<file path="config.mk">
export PLATFORM = sky130hd
export DESIGN_NAME = vehicle_link_supervisor_fsm
export DESIGN_NICKNAME = d
export VERILOG_FILES = /design/src/design/vls_pkg.sv /design/src/design/vehicle_link_supervisor_fsm.sv
export VERILOG_INCLUDE_DIRS = /design/src /design/src/design
export SDC_FILE = /design/constraint.sdc
export NUM_CORES = 1
export LEC_CHECK = 0
export BUFFER_PORTS_ARGS = -buffer_cell sky130_fd_sc_hd__buf_4
export CORE_MARGIN = 4
export CORE_UTILIZATION = 28
export DETAILED_ROUTE_END_ITERATION = 12
export GPL_TIMING_DRIVEN = 1
export HOLD_SLACK_MARGIN = 0.03
export PLACE_DENSITY = 0.5
export SLEW_MARGIN = 20
export SYNTH_ARGS = -nofsm -noshare
export SYNTH_HDL_FRONTEND = slang
export SYNTH_SLANG_ARGS = --single-unit
</file>
<file path="constraint.sdc">
create_clock -name clk -period 8.6 [get_ports clk]
set_clock_uncertainty 0.15 [all_clocks]
set_input_delay 1.29 -clock clk [delete_from_list [all_inputs] [get_ports clk]]
set_output_delay 1.29 -clock clk [all_outputs]
set_load 0.03 [all_outputs]
</file>
<file path="src/design/vehicle_link_supervisor_fsm_macros.svh">
// Assertion macros for the vehicle link supervisor.
`ifndef VEHICLE_LINK_SUPERVISOR_FSM_MACROS_SVH
`define VEHICLE_LINK_SUPERVISOR_FSM_MACROS_SVH

`ifndef SYNTHESIS
`define VLS_ASSERT(lbl, cond) \
    lbl: assert property (@(posedge clk) disable iff (!rst_n) (cond)) \
        else $error("vls assertion failed");
`define VLS_ASSERT_NEXT(lbl, pre, post) \
    lbl: assert property (@(posedge clk) disable iff (!rst_n) (pre) |=> (post)) \
        else $error("vls assertion failed");
`else
`define VLS_ASSERT(lbl, cond)
`define VLS_ASSERT_NEXT(lbl, pre, post)
`endif

`endif

</file>
<file path="src/design/vls_pkg.sv">
// Types, codes and helpers for the vehicle link supervisor.
package vls_pkg;

    localparam int TIMER_BITS = 24;
    localparam int CFG_W      = 24;

    localparam logic [CFG_W-1:0] IDLE_TO_RST    = CFG_W'(300000);
    localparam logic [CFG_W-1:0] LOST_TO_RST    = CFG_W'(60000);
    localparam logic [CFG_W-1:0] CONFIRM_TO_RST = CFG_W'(5000);

    localparam logic [1:0] CFG_IDLE    = 2'd0;
    localparam logic [1:0] CFG_LOST    = 2'd1;
    localparam logic [1:0] CFG_CONFIRM = 2'd2;

    // mode codes as seen on the port and in partner packets
    localparam logic [2:0] CODE_BOOT    = 3'd0;
    localparam logic [2:0] CODE_NORMAL  = 3'd1;
    localparam logic [2:0] CODE_LINKERR = 3'd2;
    localparam logic [2:0] CODE_ESTOP   = 3'd3;
    localparam logic [2:0] CODE_IDLE    = 3'd4;
    localparam logic [2:0] CODE_OFF     = 3'd5;

    localparam logic [1:0] LINK_OK     = 2'd0;
    localparam logic [1:0] LINK_LOST   = 2'd1;
    localparam logic [1:0] LINK_NOADDR = 2'd2;

    localparam logic [1:0] STOP_NONE   = 2'd0;
    localparam logic [1:0] STOP_SAFETY = 2'd1;
    localparam logic [1:0] STOP_EMERG  = 2'd2;

    typedef enum logic [5:0] {
        MODE_BOOT    = 6'b000001,
        MODE_NORMAL  = 6'b000010,
        MODE_LINKERR = 6'b000100,
        MODE_ESTOP   = 6'b001000,
        MODE_IDLE    = 6'b010000,
        MODE_OFF     = 6'b100000
    } mode_t;

    function automatic logic [2:0] mode_code(input mode_t m);
        logic [2:0] c;
        case (m)
            MODE_BOOT:    c = CODE_BOOT;
            MODE_NORMAL:  c = CODE_NORMAL;
            MODE_LINKERR: c = CODE_LINKERR;
            MODE_ESTOP:   c = CODE_ESTOP;
            MODE_IDLE:    c = CODE_IDLE;
            MODE_OFF:     c = CODE_OFF;
            default:      c = CODE_BOOT;
        endcase
        return c;
    endfunction

    // saturating timer advance
    function automatic logic [TIMER_BITS-1:0] timer_add(input logic [TIMER_BITS-1:0] c,
                                                        input logic [7:0] e);
        logic [TIMER_BITS:0] s;
        s = {1'b0, c} + (TIMER_BITS+1)'(e);
        return s[TIMER_BITS] ? {TIMER_BITS{1'b1}} : s[TIMER_BITS-1:0];
    endfunction

    function automatic logic timer_done(input logic [TIMER_BITS-1:0] c,
                                        input logic [CFG_W-1:0] lim);
        return 32'(c) >= 32'(lim);
    endfunction

endpackage

</file>
<file path="src/design/vehicle_link_supervisor_fsm.sv">
// Top level of the vehicle link supervisor: mode control, timers and power sequencing.
//
// Vehicle link supervisor. One input beat is one control-loop pass and yields exactly
// one result beat. A pass is captured in an input register, then combinational logic
// updates the mode, timers and latches and loads the result register, so one pass is
// taken every cycle unless the result side stalls. The result register holds while it is
// full and result_stall is high, and a full input register holds with it; the input side
// stalls only when both are full. Configuration writes (cfg_we, cfg_index, cfg_data) take effect
// at the next edge; the user must make them only while no pass is in flight (not checked).
`include "vehicle_link_supervisor_fsm_macros.svh"

module vehicle_link_supervisor_fsm import vls_pkg::*; (
    input  logic                    clk,
    input  logic                    rst_n,

    input  logic                    cfg_we,
    input  logic [1:0]              cfg_index,
    input  logic [CFG_W-1:0]        cfg_data,

    input  logic                    item_valid,
    output logic                    item_stall,
    input  logic [7:0]              elapsed_ms,
    input  logic                    estop_pressed,
    input  logic [1:0]              link_status,
    input  logic                    packet_valid,
    input  logic [2:0]              partner_mode,
    input  logic signed [15:0]      throttle_in,
    input  logic signed [15:0]      steering_in,

    output logic                    result_valid,
    input  logic                    result_stall,
    output logic [2:0]              mode,
    output logic signed [15:0]      drive_throttle,
    output logic signed [15:0]      drive_steering,
    output logic [1:0]              motor_stop,
    output logic                    system_power,
    output logic                    board_power_off
);

    // configuration
    logic [CFG_W-1:0] idle_to_reg, lost_to_reg, confirm_to_reg;

    always_ff @(posedge clk or negedge rst_n)
    begin
        if (!rst_n)
        begin
            idle_to_reg    <= IDLE_TO_RST;
            lost_to_reg    <= LOST_TO_RST;
            confirm_to_reg <= CONFIRM_TO_RST;
        end
        else if (cfg_we)
        begin
            case (cfg_index)
                CFG_IDLE:    idle_to_reg    <= cfg_data;
                CFG_LOST:    lost_to_reg    <= cfg_data;
                CFG_CONFIRM: confirm_to_reg <= cfg_data;
                default:     ;
            endcase
        end
    end

    // pipeline control
    logic s1_valid_reg;
    logic out_valid_reg;
    logic s2_load;
    logic s1_load;
    logic step_en;

    assign s2_load    = !(out_valid_reg && result_stall);
    assign item_stall = s1_valid_reg && !s2_load;
    assign s1_load    = item_valid && !item_stall;
    assign step_en    = s1_valid_reg && s2_load;

    // input register
    logic [7:0]  s1_elapsed_reg;
    logic        s1_estop_reg;
    logic [1:0]  s1_link_reg;
    logic        s1_pvalid_reg;
    logic [2:0]  s1_pmode_reg;
    logic [15:0] s1_thr_reg;
    logic [15:0] s1_str_reg;

    always_ff @(posedge clk or negedge rst_n)
    begin
        if (!rst_n)
            s1_valid_reg <= 1'b0;
        else if (s1_load)
            s1_valid_reg <= 1'b1;
        else if (step_en)
            s1_valid_reg <= 1'b0;
    end

    always_ff @(posedge clk)
    begin
        if (s1_load)
        begin
            s1_elapsed_reg <= elapsed_ms;
            s1_estop_reg   <= estop_pressed;
            s1_link_reg    <= link_status;
            s1_pvalid_reg  <= packet_valid;
            s1_pmode_reg   <= partner_mode;
            s1_thr_reg     <= throttle_in;
            s1_str_reg     <= steering_in;
        end
    end

    // supervisor state
    mode_t                 mode_reg, mode_next;
    logic [2:0]            pmode_reg, pmode_next;
    logic                  ready_reg, ready_next;
    logic                  orun_reg, orun_next;
    logic [TIMER_BITS-1:0] ocnt_reg, ocnt_next;
    logic [CFG_W-1:0]      olim_reg, olim_next;
    logic                  crun_reg, crun_next;
    logic [TIMER_BITS-1:0] ccnt_reg, ccnt_next;
    logic [31:0]           drv_reg, drv_next;
    logic [1:0]            stop_reg, stop_next;
    logic                  spwr_reg, spwr_next;
    logic                  boff_reg, boff_next;

    always_comb
    begin
        mode_next  = mode_reg;
        pmode_next = pmode_reg;
        ready_next = ready_reg;
        orun_next  = orun_reg;
        ocnt_next  = ocnt_reg;
        olim_next  = olim_reg;
        crun_next  = crun_reg;
        ccnt_next  = ccnt_reg;
        drv_next   = drv_reg;
        stop_next  = stop_reg;
        spwr_next  = spwr_reg;
        boff_next  = boff_reg;

        if (orun_next)
            ocnt_next = timer_add(ocnt_next, s1_elapsed_reg);
        if (crun_next)
            ccnt_next = timer_add(ccnt_next, s1_elapsed_reg);

        if (s1_pvalid_reg)
        begin
            pmode_next = s1_pmode_reg;
            drv_next   = (mode_reg == MODE_NORMAL) ? {s1_str_reg, s1_thr_reg} : 32'd0;
        end

        // transitions
        if (mode_next != MODE_OFF)
        begin
            if (orun_next && timer_done(ocnt_next, olim_next))
                mode_next = MODE_OFF;
            else if (mode_next == MODE_BOOT)
            begin
                if (s1_link_reg == LINK_OK && ready_next)
                    mode_next = MODE_NORMAL;
            end
            else if (s1_estop_reg || pmode_next == CODE_ESTOP)
                mode_next = MODE_ESTOP;
            else
            begin
                // leaving e-stop restores power and clears the stop latch
                if (mode_next == MODE_ESTOP)
                begin
                    mode_next = MODE_NORMAL;
                    spwr_next = 1'b1;
                    stop_next = STOP_NONE;
                    orun_next = 1'b0;
                end
                if (s1_link_reg != LINK_OK)
                    mode_next = MODE_LINKERR;
                else if (pmode_next == CODE_IDLE)
                    mode_next = MODE_IDLE;
                else if (pmode_next == CODE_OFF)
                begin
                    if (mode_next == MODE_IDLE)
                        mode_next = MODE_OFF;
                end
                else if (pmode_next == CODE_NORMAL)
                    mode_next = MODE_NORMAL;
            end
        end

        // mode actions
        case (mode_next)
            MODE_BOOT:
            begin
                if (!orun_next)
                begin
                    orun_next = 1'b1;
                    ocnt_next = '0;
                    olim_next = idle_to_reg;
                end
                if (s1_link_reg != LINK_NOADDR)
                    ready_next = 1'b1;
            end
            MODE_NORMAL:
            begin
                orun_next = 1'b0;
                stop_next = STOP_NONE;
            end
            MODE_LINKERR:
            begin
                if (s1_link_reg == LINK_LOST && !orun_next)
                begin
                    orun_next = 1'b1;
                    ocnt_next = '0;
                    olim_next = lost_to_reg;
                end
                stop_next = STOP_SAFETY;
                drv_next  = 32'd0;
            end
            MODE_ESTOP:
            begin
                stop_next = STOP_EMERG;
                if (!orun_next)
                begin
                    orun_next = 1'b1;
                    ocnt_next = '0;
                    olim_next = idle_to_reg;
                end
            end
            MODE_IDLE:
            begin
                // restart with the idle interval unless already running on it
                if (!orun_next || olim_next != idle_to_reg)
                begin
                    orun_next = 1'b1;
                    ocnt_next = '0;
                    olim_next = idle_to_reg;
                end
            end
            MODE_OFF:
            begin
                stop_next = STOP_EMERG;
                orun_next = 1'b0;
                if (!crun_next)
                begin
                    crun_next = 1'b1;
                    ccnt_next = '0;
                end
                if (pmode_next == CODE_OFF || timer_done(ccnt_next, confirm_to_reg))
                begin
                    spwr_next = 1'b0;
                    boff_next = 1'b1;
                end
            end
            default: ;
        endcase
    end

    always_ff @(posedge clk or negedge rst_n)
    begin
        if (!rst_n)
        begin
            mode_reg  <= MODE_BOOT;
            pmode_reg <= CODE_BOOT;
            ready_reg <= 1'b0;
            orun_reg  <= 1'b0;
            ocnt_reg  <= '0;
            olim_reg  <= IDLE_TO_RST;
            crun_reg  <= 1'b0;
            ccnt_reg  <= '0;
            drv_reg   <= 32'd0;
            stop_reg  <= STOP_NONE;
            spwr_reg  <= 1'b1;
            boff_reg  <= 1'b0;
        end
        else if (step_en)
        begin
            mode_reg  <= mode_next;
            pmode_reg <= pmode_next;
            ready_reg <= ready_next;
            orun_reg  <= orun_next;
            ocnt_reg  <= ocnt_next;
            olim_reg  <= olim_next;
            crun_reg  <= crun_next;
            ccnt_reg  <= ccnt_next;
            drv_reg   <= drv_next;
            stop_reg  <= stop_next;
            spwr_reg  <= spwr_next;
            boff_reg  <= boff_next;
        end
    end

    // result register
    logic [2:0]  out_mode_reg;
    logic [15:0] out_thr_reg, out_str_reg;
    logic [1:0]  out_stop_reg;
    logic        out_spwr_reg, out_boff_reg;
    logic        drive_en;

    assign drive_en = (mode_next == MODE_NORMAL);

    always_ff @(posedge clk or negedge rst_n)
    begin
        if (!rst_n)
            out_valid_reg <= 1'b0;
        else if (s2_load)
            out_valid_reg <= s1_valid_reg;
    end

    always_ff @(posedge clk)
    begin
        if (step_en)
        begin
            out_mode_reg <= mode_code(mode_next);
            out_thr_reg  <= drive_en ? drv_next[15:0]  : 16'd0;
            out_str_reg  <= drive_en ? drv_next[31:16] : 16'd0;
            out_stop_reg <= stop_next;
            out_spwr_reg <= spwr_next;
            out_boff_reg <= boff_next;
        end
    end

    assign result_valid    = out_valid_reg;
    assign mode            = out_mode_reg;
    assign drive_throttle  = out_thr_reg;
    assign drive_steering  = out_str_reg;
    assign motor_stop      = out_stop_reg;
    assign system_power    = out_spwr_reg;
    assign board_power_off = out_boff_reg;

    // board power cut is sticky and always comes with system power off
    `VLS_ASSERT_NEXT(a_boff_sticky, boff_reg, boff_reg)
    `VLS_ASSERT(a_boff_no_power, !boff_reg || !spwr_reg)
    `VLS_ASSERT(a_drive_neutral, !(out_valid_reg && out_mode_reg != CODE_NORMAL) || (out_thr_reg == 16'd0 && out_str_reg == 16'd0))
    `VLS_ASSERT(a_off_emerg, !(out_valid_reg && out_mode_reg == CODE_OFF) || out_stop_reg == STOP_EMERG)
    `VLS_ASSERT(a_stall_full, !item_stall || (s1_valid_reg && out_valid_reg))

endmodule
</file>
==> summary.md, run 1 <==
| Metric | Value |
|---|---|
| CTS buffer count | 34 |
| Final Core Density | 33.8% |
| Num ports | 119 |
| CP Launch Type | flip-flop |
| Final min period | 6260 ps |
| Worst path top cell family by delay | compound AO/OA/AOI/OAI gates |
| WL final | 39900 um |
| Sink Count | 280 |
| Most frequent cells in the layout | dfrtp_1 (164), buf_4 (132), nor2_1 (93), edfxtp_1 (86), a21oi_1 (85) |
| Layout cell share with drive strength beyond 1 | 24.6% |
| Antenna violations before repair | 0 |
| RSZ-0062 raised after global routing | false |
| Detailed Place HPWL | 26900 um |
| Post-DRT Antenna Nets | 0 |
| Slew Viols, Final | 0 |
| Avg WL per Cell | 18.7 um |
| Post-synth EDFFs | 86 |
| Port bufs | 118 |
| Core Region | 51400 um^2 |
| Status | finished, final reports clean |
| RR Startpoint | s1_elapsed_reg[0] |
| CTS max path bufs | 3 |
| Hold buffer count at cts | 0 |
| Max-cap viol count | 0 |
| Critical Path AT | 6570 ps |
| Die width | 236 um |
| Bufs and invs on worst path | 0 |
| Starting Density | 28.3% |
| Commonest non-fill, non-tap cell in the layout | dfrtp_1 |
| Post-Syn Nets | 1464 |
| Syn Area/Cell | 11.0 um^2 |
| Slew @ Worst Pin | 1010 ps |
| First-pass GRT wire length | 62300 um |
| Clk slew on worst S/H paths | 60 ps |
| Pleak | 7.24 nW |
| Setup violations, final | 0 |
| PwrDens | 283 nW/um^2 |
| CTS tree | yes |
| Synth-to-Final Area Change | 19.1% |
| Post-Syn Instances | 1320 |
| Gr ovfl total | 0 |
| Pre-Repair DR Iteration Count | 5 |
| Crit-path slowest cell | or4_1 |
| Crit Path Class | reg2reg |
| DIE AREA | 55700 um^2 |
| Row cnt | 83 |
| Worst hold slack | 325 ps |
| Crit. End Element | flip-flop |
| Die height | 236 um |
| DRT iter0 DRCs | 699 |
| DRC Markers | 0 |
| Most used DFF post-synth | dfrtp_1 |
| Mapped Area | 14600 um^2 |
| CTS root buffer | clkbuf_16 |
| Clock Latency Late Sink | 530 ps |
| Hold crit path type | reg2reg |
| Max Clock Freq | 0.160 GHz |
| H-tree levels | 2 |
| Setup Buffers After CTS | 0 |
| Slew HR | 32.5% |
| Vias post-DR | 10600 |
| VDD IR max | 144 uV |
| Post-synthesis async set-or-reset flop share | 69.3% |
| CP Data Required Time | 8910 ps |
| Seq cells post-synth | 280 |
| Critical path origin | s1_elapsed_reg[0] |
| Vias/cell | 4.98 |
| Post_cts resized | 0 |
| Max FFs per register | 32 |
| Placer Congestion | 0.876 |
| Vias in the first global route | 10500 |
| Slowest stage delay, CP | 690 ps |
| Final setup TNS | 0 ps |
| Critical Path Fanout Max | 28 |
| Period utilization | 72.8% |
| Post-synthesis sequential area ratio | 51.3% |
| Largest net degree at the start of global routing | 108 |
| Hold wc startpoint | boff_reg |
| Critical Path, Cell by Cell | ha_1 -> fa_1 -> a21o_1 -> a21oi_1 -> o21ai_0 -> and2_1 -> o211a_1 -> nand3_1 -> nand2_1 -> o22a_1 -> ha_1 -> nand4_1 -> nor2_1 -> and3_1 -> a211o_1 -> o22a_1 -> or4_1 -> a21boi_4 -> and2_4 -> o221a_1 |
| Layout net count | 1571 |
| Final hold vios | 0 |
| # diodes | 0 |
| Gr usage total | 14.0% |
| Ys Warns | 0 |
| Post-synth cell types | 77 |
## cell usage after synthesis (5+ instances only)
cell	n	share of area, %
and3_1	15	0.64
inv_1	68	1.8
a22o_1	6	0.36
dfrtp_1	164	28
o22a_1	9	0.54
a32o_1	32	2.2
xor2_1	16	0.96
nor3b_1	7	0.36
dfstp_2	30	5.4
a21oi_1	86	3.0
o21ai_1	5	0.17
or2_2	29	1.2
nor3_1	20	0.69
nand2_1	72	1.9
o211ai_1	7	0.36
o21ai_0	53	1.8
nor2b_1	39	1.7
nor2_1	94	2.4
a31oi_1	19	0.82
o21a_1	6	0.31
a31o_2	18	1.1
edfxtp_1	86	18
xnor2_1	35	2.1
o2bb2ai_1	7	0.42
mux2_2	76	5.9
o221a_1	24	1.9
ha_1	64	5.5
nand4_1	15	0.64
nor4_1	7	0.30
clkbuf_1	57	1.5
nand2b_1	10	0.43
a211oi_1	5	0.26
a21o_1	22	1.1
and2_1	21	0.90
nand3_1	20	0.69
## report_power, final
group | total [mW] | leakage, nW | switching (mW) | internal (mW)
Sequential | 1.85 | 3.24 | 0.209 | 1.64
Clock | 1.50 | 0.571 | 0.580 | 0.921
Combinational | 1.56 | 3.43 | 0.885 | 0.679
## path summary, 6_finish.rpt
kind / endpoint / slack, ps / cells after the start
max: olim_reg[18] / 2340 / 20
min: boff_reg / 330 / 1
max reg2reg: olim_reg[18] / 2340 / 20
min reg2reg: boff_reg / 330 / 1
max in group asynchronous: ccnt_reg[8] / 6340 / 2
min in group asynchronous: confirm_to_reg[18] / 760 / 1
## layout make-up
| type | count | area (um^2) |
|---|---|---|
| multi-input cells | 910 | 6600 |
| fillers | 5198 | 34100 |
| well taps | 680 | 851 |
| repair buffers | 133 | 1000 |
| clock inverters | 16 | 194 |
| inverters | 68 | 256 |
| flip-flops and latches | 280 | 7470 |
| clock buffers | 45 | 975 |
## routing by layer
| layer | vias to the layer above | wire [um] | global-route usage [%] |
|---|---|---|---|
| li1 | 5081 | - | - |
| met1 | 5233 | 19300 | 20.1 |
| met2 | 255 | 18000 | 21.6 |
| met3 | 55 | 1850 | 2.54 |
| met4 | 0 | 788 | 3.84 |
| met5 | - | 0 | 0 |
## kinds of logic after synthesis
group	count (synthesis)	share of synthesized area [%]
adders and majority gates	66	5.77
DFF	280	51.3
AOI/OAI and AO/OA	340	16.8
muxes	78	6.01
buffers and inverters	130	3.60
xor gates and xnor gates	51	3.07
and+or+nand+nor	375	13.4
## stage by stage
step                      total power [mW]  cell area (um^2)  cells  worst slack [ps]
after detailed placement              3.44             16200   2071              2410
final                                 4.92             17400   2132              2340
after global routing                  5.25             17400   2132              1990
after global placement                3.41             16200   2071              2290
after CTS                             4.98             17400   2132              2360
after floorplan                       2.93             14600   1320              3310
(Power assumes the default switching activity.)
==> run 2: changes to the inputs <==
- clock period: 8.6 -> 5.9 ns (I/O delays scaled with it)
==> run 2 against run 1 <==
  * Cell area is 0.81% higher
  * Maximum frequency increased by 12%
  * Register-to-register slack got worse by 2000 ps
  * Clock power grew 45%
  * Critical path type unchanged
  * First-iteration DRC count up 4.6%
  * Final cell count is 0.84% higher
  * Sequential share of layout area decreased by 0.34 points
  * Largest power group unchanged
  * Via count up 0.91%
  * Clock-buffer cell count is 4 higher
==> summary.md, run 2 (synthesized netlist as in run 1, its figures left out) <==
| Metric | Value |
|---|---|
| Vias in the first global route | 10600 |
| Global routing's busiest layer | met2 |
| DIE AREA | 55700 um^2 |
| Slew Viols, Final | 0 |
| Final hold vios | 0 |
| Antenna violations before repair | 0 |
| Met2 Use GR | 21.2% |
| CTS root buffer | clkbuf_16 |
| Sink Count | 280 |
| Gr ovfl total | 0 |
| FF/Latch Area | 7470 um^2 |
| Status | finished, final reports clean |
| Commonest non-fill, non-tap cell in the layout | dfrtp_1 |
| Post-DRT Antenna Nets | 0 |
| Slew @ Worst Pin | 959 ps |
| Clk slew on worst S/H paths | 60 ps |
| Clock Latency Late Sink | 540 ps |
| R2r worst-path depth | 21 |
| Max-cap viol count | 0 |
| DRT iter0 DRCs | 731 |
| Layout net count | 1586 |
| CP Data Required Time | 6170 ps |
| Detailed Place HPWL | 27300 um |
| Pleak | 7.31 nW |
| Area occupied by multi-input gates | 6620 um^2 |
| Finished Cell Area | 17500 um^2 |
| Die width | 236 um |
| Layout fillers | 5193 |
| First-pass GRT wire length | 62800 um |
| Crit. End Element | flip-flop |
| Core Region | 51400 um^2 |
| Final min period | 5590 ps |
| VDD IR max | 189 uV |
| Hold buffer count at cts | 0 |
| Pre-Repair DR Iteration Count | 5 |
| Avg WL per Cell | 18.5 um |
| Max Clock Freq | 0.179 GHz |
| Slew HR | 35.7% |
| DRC Markers | 0 |
| GR Util met1 | 20.3% |
| Largest net degree at the start of global routing | 104 |
| Synth-to-Final Area Change | 20.1% |
| Port bufs | 118 |
| Reg2reg setup slack | 310 ps |
| Period utilization | 94.7% |
| Pwr Total | 7.21 mW |
| H-tree levels | 2 |
| Layout cell share with drive strength beyond 1 | 25.7% |
| Die height | 236 um |
| Setup violations, final | 0 |
| Critical Path Fanout Max | 24 |
| Placer Congestion | 0.853 |
| CTS tree | yes |
| Num ports | 119 |
| Max FFs per register | 32 |
| CTS buffer count | 36 |
| WL final | 39800 um |
| CP Launch Type | flip-flop |
| Vias post-DR | 10700 |
| Setup Buffers After CTS | 0 |
| CTS max path bufs | 3 |
| Vias/cell | 4.99 |
| Starting Density | 28.3% |
| Cell Area, Placed | 16300 um^2 |
| Row cnt | 83 |
| PwrDens | 412 nW/um^2 |
| Hold crit path type | in2async |
| # diodes | 0 |
| RR Startpoint | s1_elapsed_reg[0] |
| Most frequent cells in the layout | dfrtp_1 (164), buf_4 (143), nor2_1 (93), a21oi_1 (86), edfxtp_1 (86) |
| Gr usage total | 14.0% |
| GR Layer Usage met3 | 2.44% |
| Critical Path AT | 5860 ps |
| Reg-to-reg endpoint | olim_reg[2] |
| Crit Path Class | reg2reg |
run 2: critical path, stage by stage (launching register included):
cell      delay [ps]
edfxtp_1         400
ha_1             250
fa_1             400
a21o_1           190
a21oi_1          220
o21ai_0          100
and2_1           180
o21ai_1          220
nand2b_1         160
nor2_1            90
a211oi_2         250
ha_1             260
nand2b_1         140
a211oi_1         340
o211ai_1         200
a211o_1          310
o22a_1           210
or4_4            570
a21oi_1          160
o211ai_1         130
buf_4            260
o221a_1          260
run 2: cell type report:
type / count / share of cell area, %
clock buffers: 49 / 5.84
clock inverters: 17 / 0.830
inverters: 68 / 1.47
flip-flops and latches: 280 / 42.7
well taps: 680 / 4.86
multi-input cells: 910 / 37.8
repair buffers: 146 / 6.44
run 2: worst max-delay path by stage:
stage | startpoint | endpoint | slack, ps | cells after the start
2_1_floorplan | s1_elapsed_reg[0] | olim_reg[10] | 610 | 22
3_3_place_gp | s1_elapsed_reg[0] | olim_reg[2] | 280 | 21
3_5_place_dp | s1_elapsed_reg[0] | olim_reg[2] | 160 | 21
4_1_cts | s1_elapsed_reg[0] | olim_reg[2] | 130 | 21
5_1_grt | s1_elapsed_reg[0] | olim_reg[2] | -8 | 21
6_report | s1_elapsed_reg[0] | olim_reg[2] | 310 | 21
run 2: through the flow:
step / setup WS, ps / hold WS (ps) / TNS, ps / std cells / util (%)
3_3_place_gp: 276 / 302 / 0 / 2084 / 31.7
6_report: 314 / 274 / 0 / 2150 / 34.0
4_1_cts: 129 / 322 / 0 / 2150 / 34.0
3_5_place_dp: 163 / 308 / 0 / 2084 / 31.7
2_1_floorplan: 611 / 278 / 0 / 1320 / -
5_1_grt: -8.03 / 341 / -17.5 / 2150 / 34.0
run 2: what timing repair did:
item	4_1_cts	5_1_grt
endpoints found under the hold margin	0	0
gates resized for setup	0	10
endpoints found under the setup margin	0	31
run 2: routing by layer:
| layer | routed length, um | part of all wire [%] |
|---|---|---|
| met4 | 1180 | 3.0 |
| met5 | 0 | 0 |
| met3 | 2030 | 5.1 |
| met2 | 17300 | 44 |
| met1 | 19300 | 48 |
run 2: power breakdown:
part           switching, mW  internal, mW  total (mW)
combinational           1.32          1.04        2.36
clock                  0.864          1.30        2.17
sequential             0.285          2.40        2.68
total                   2.47          4.74        7.21
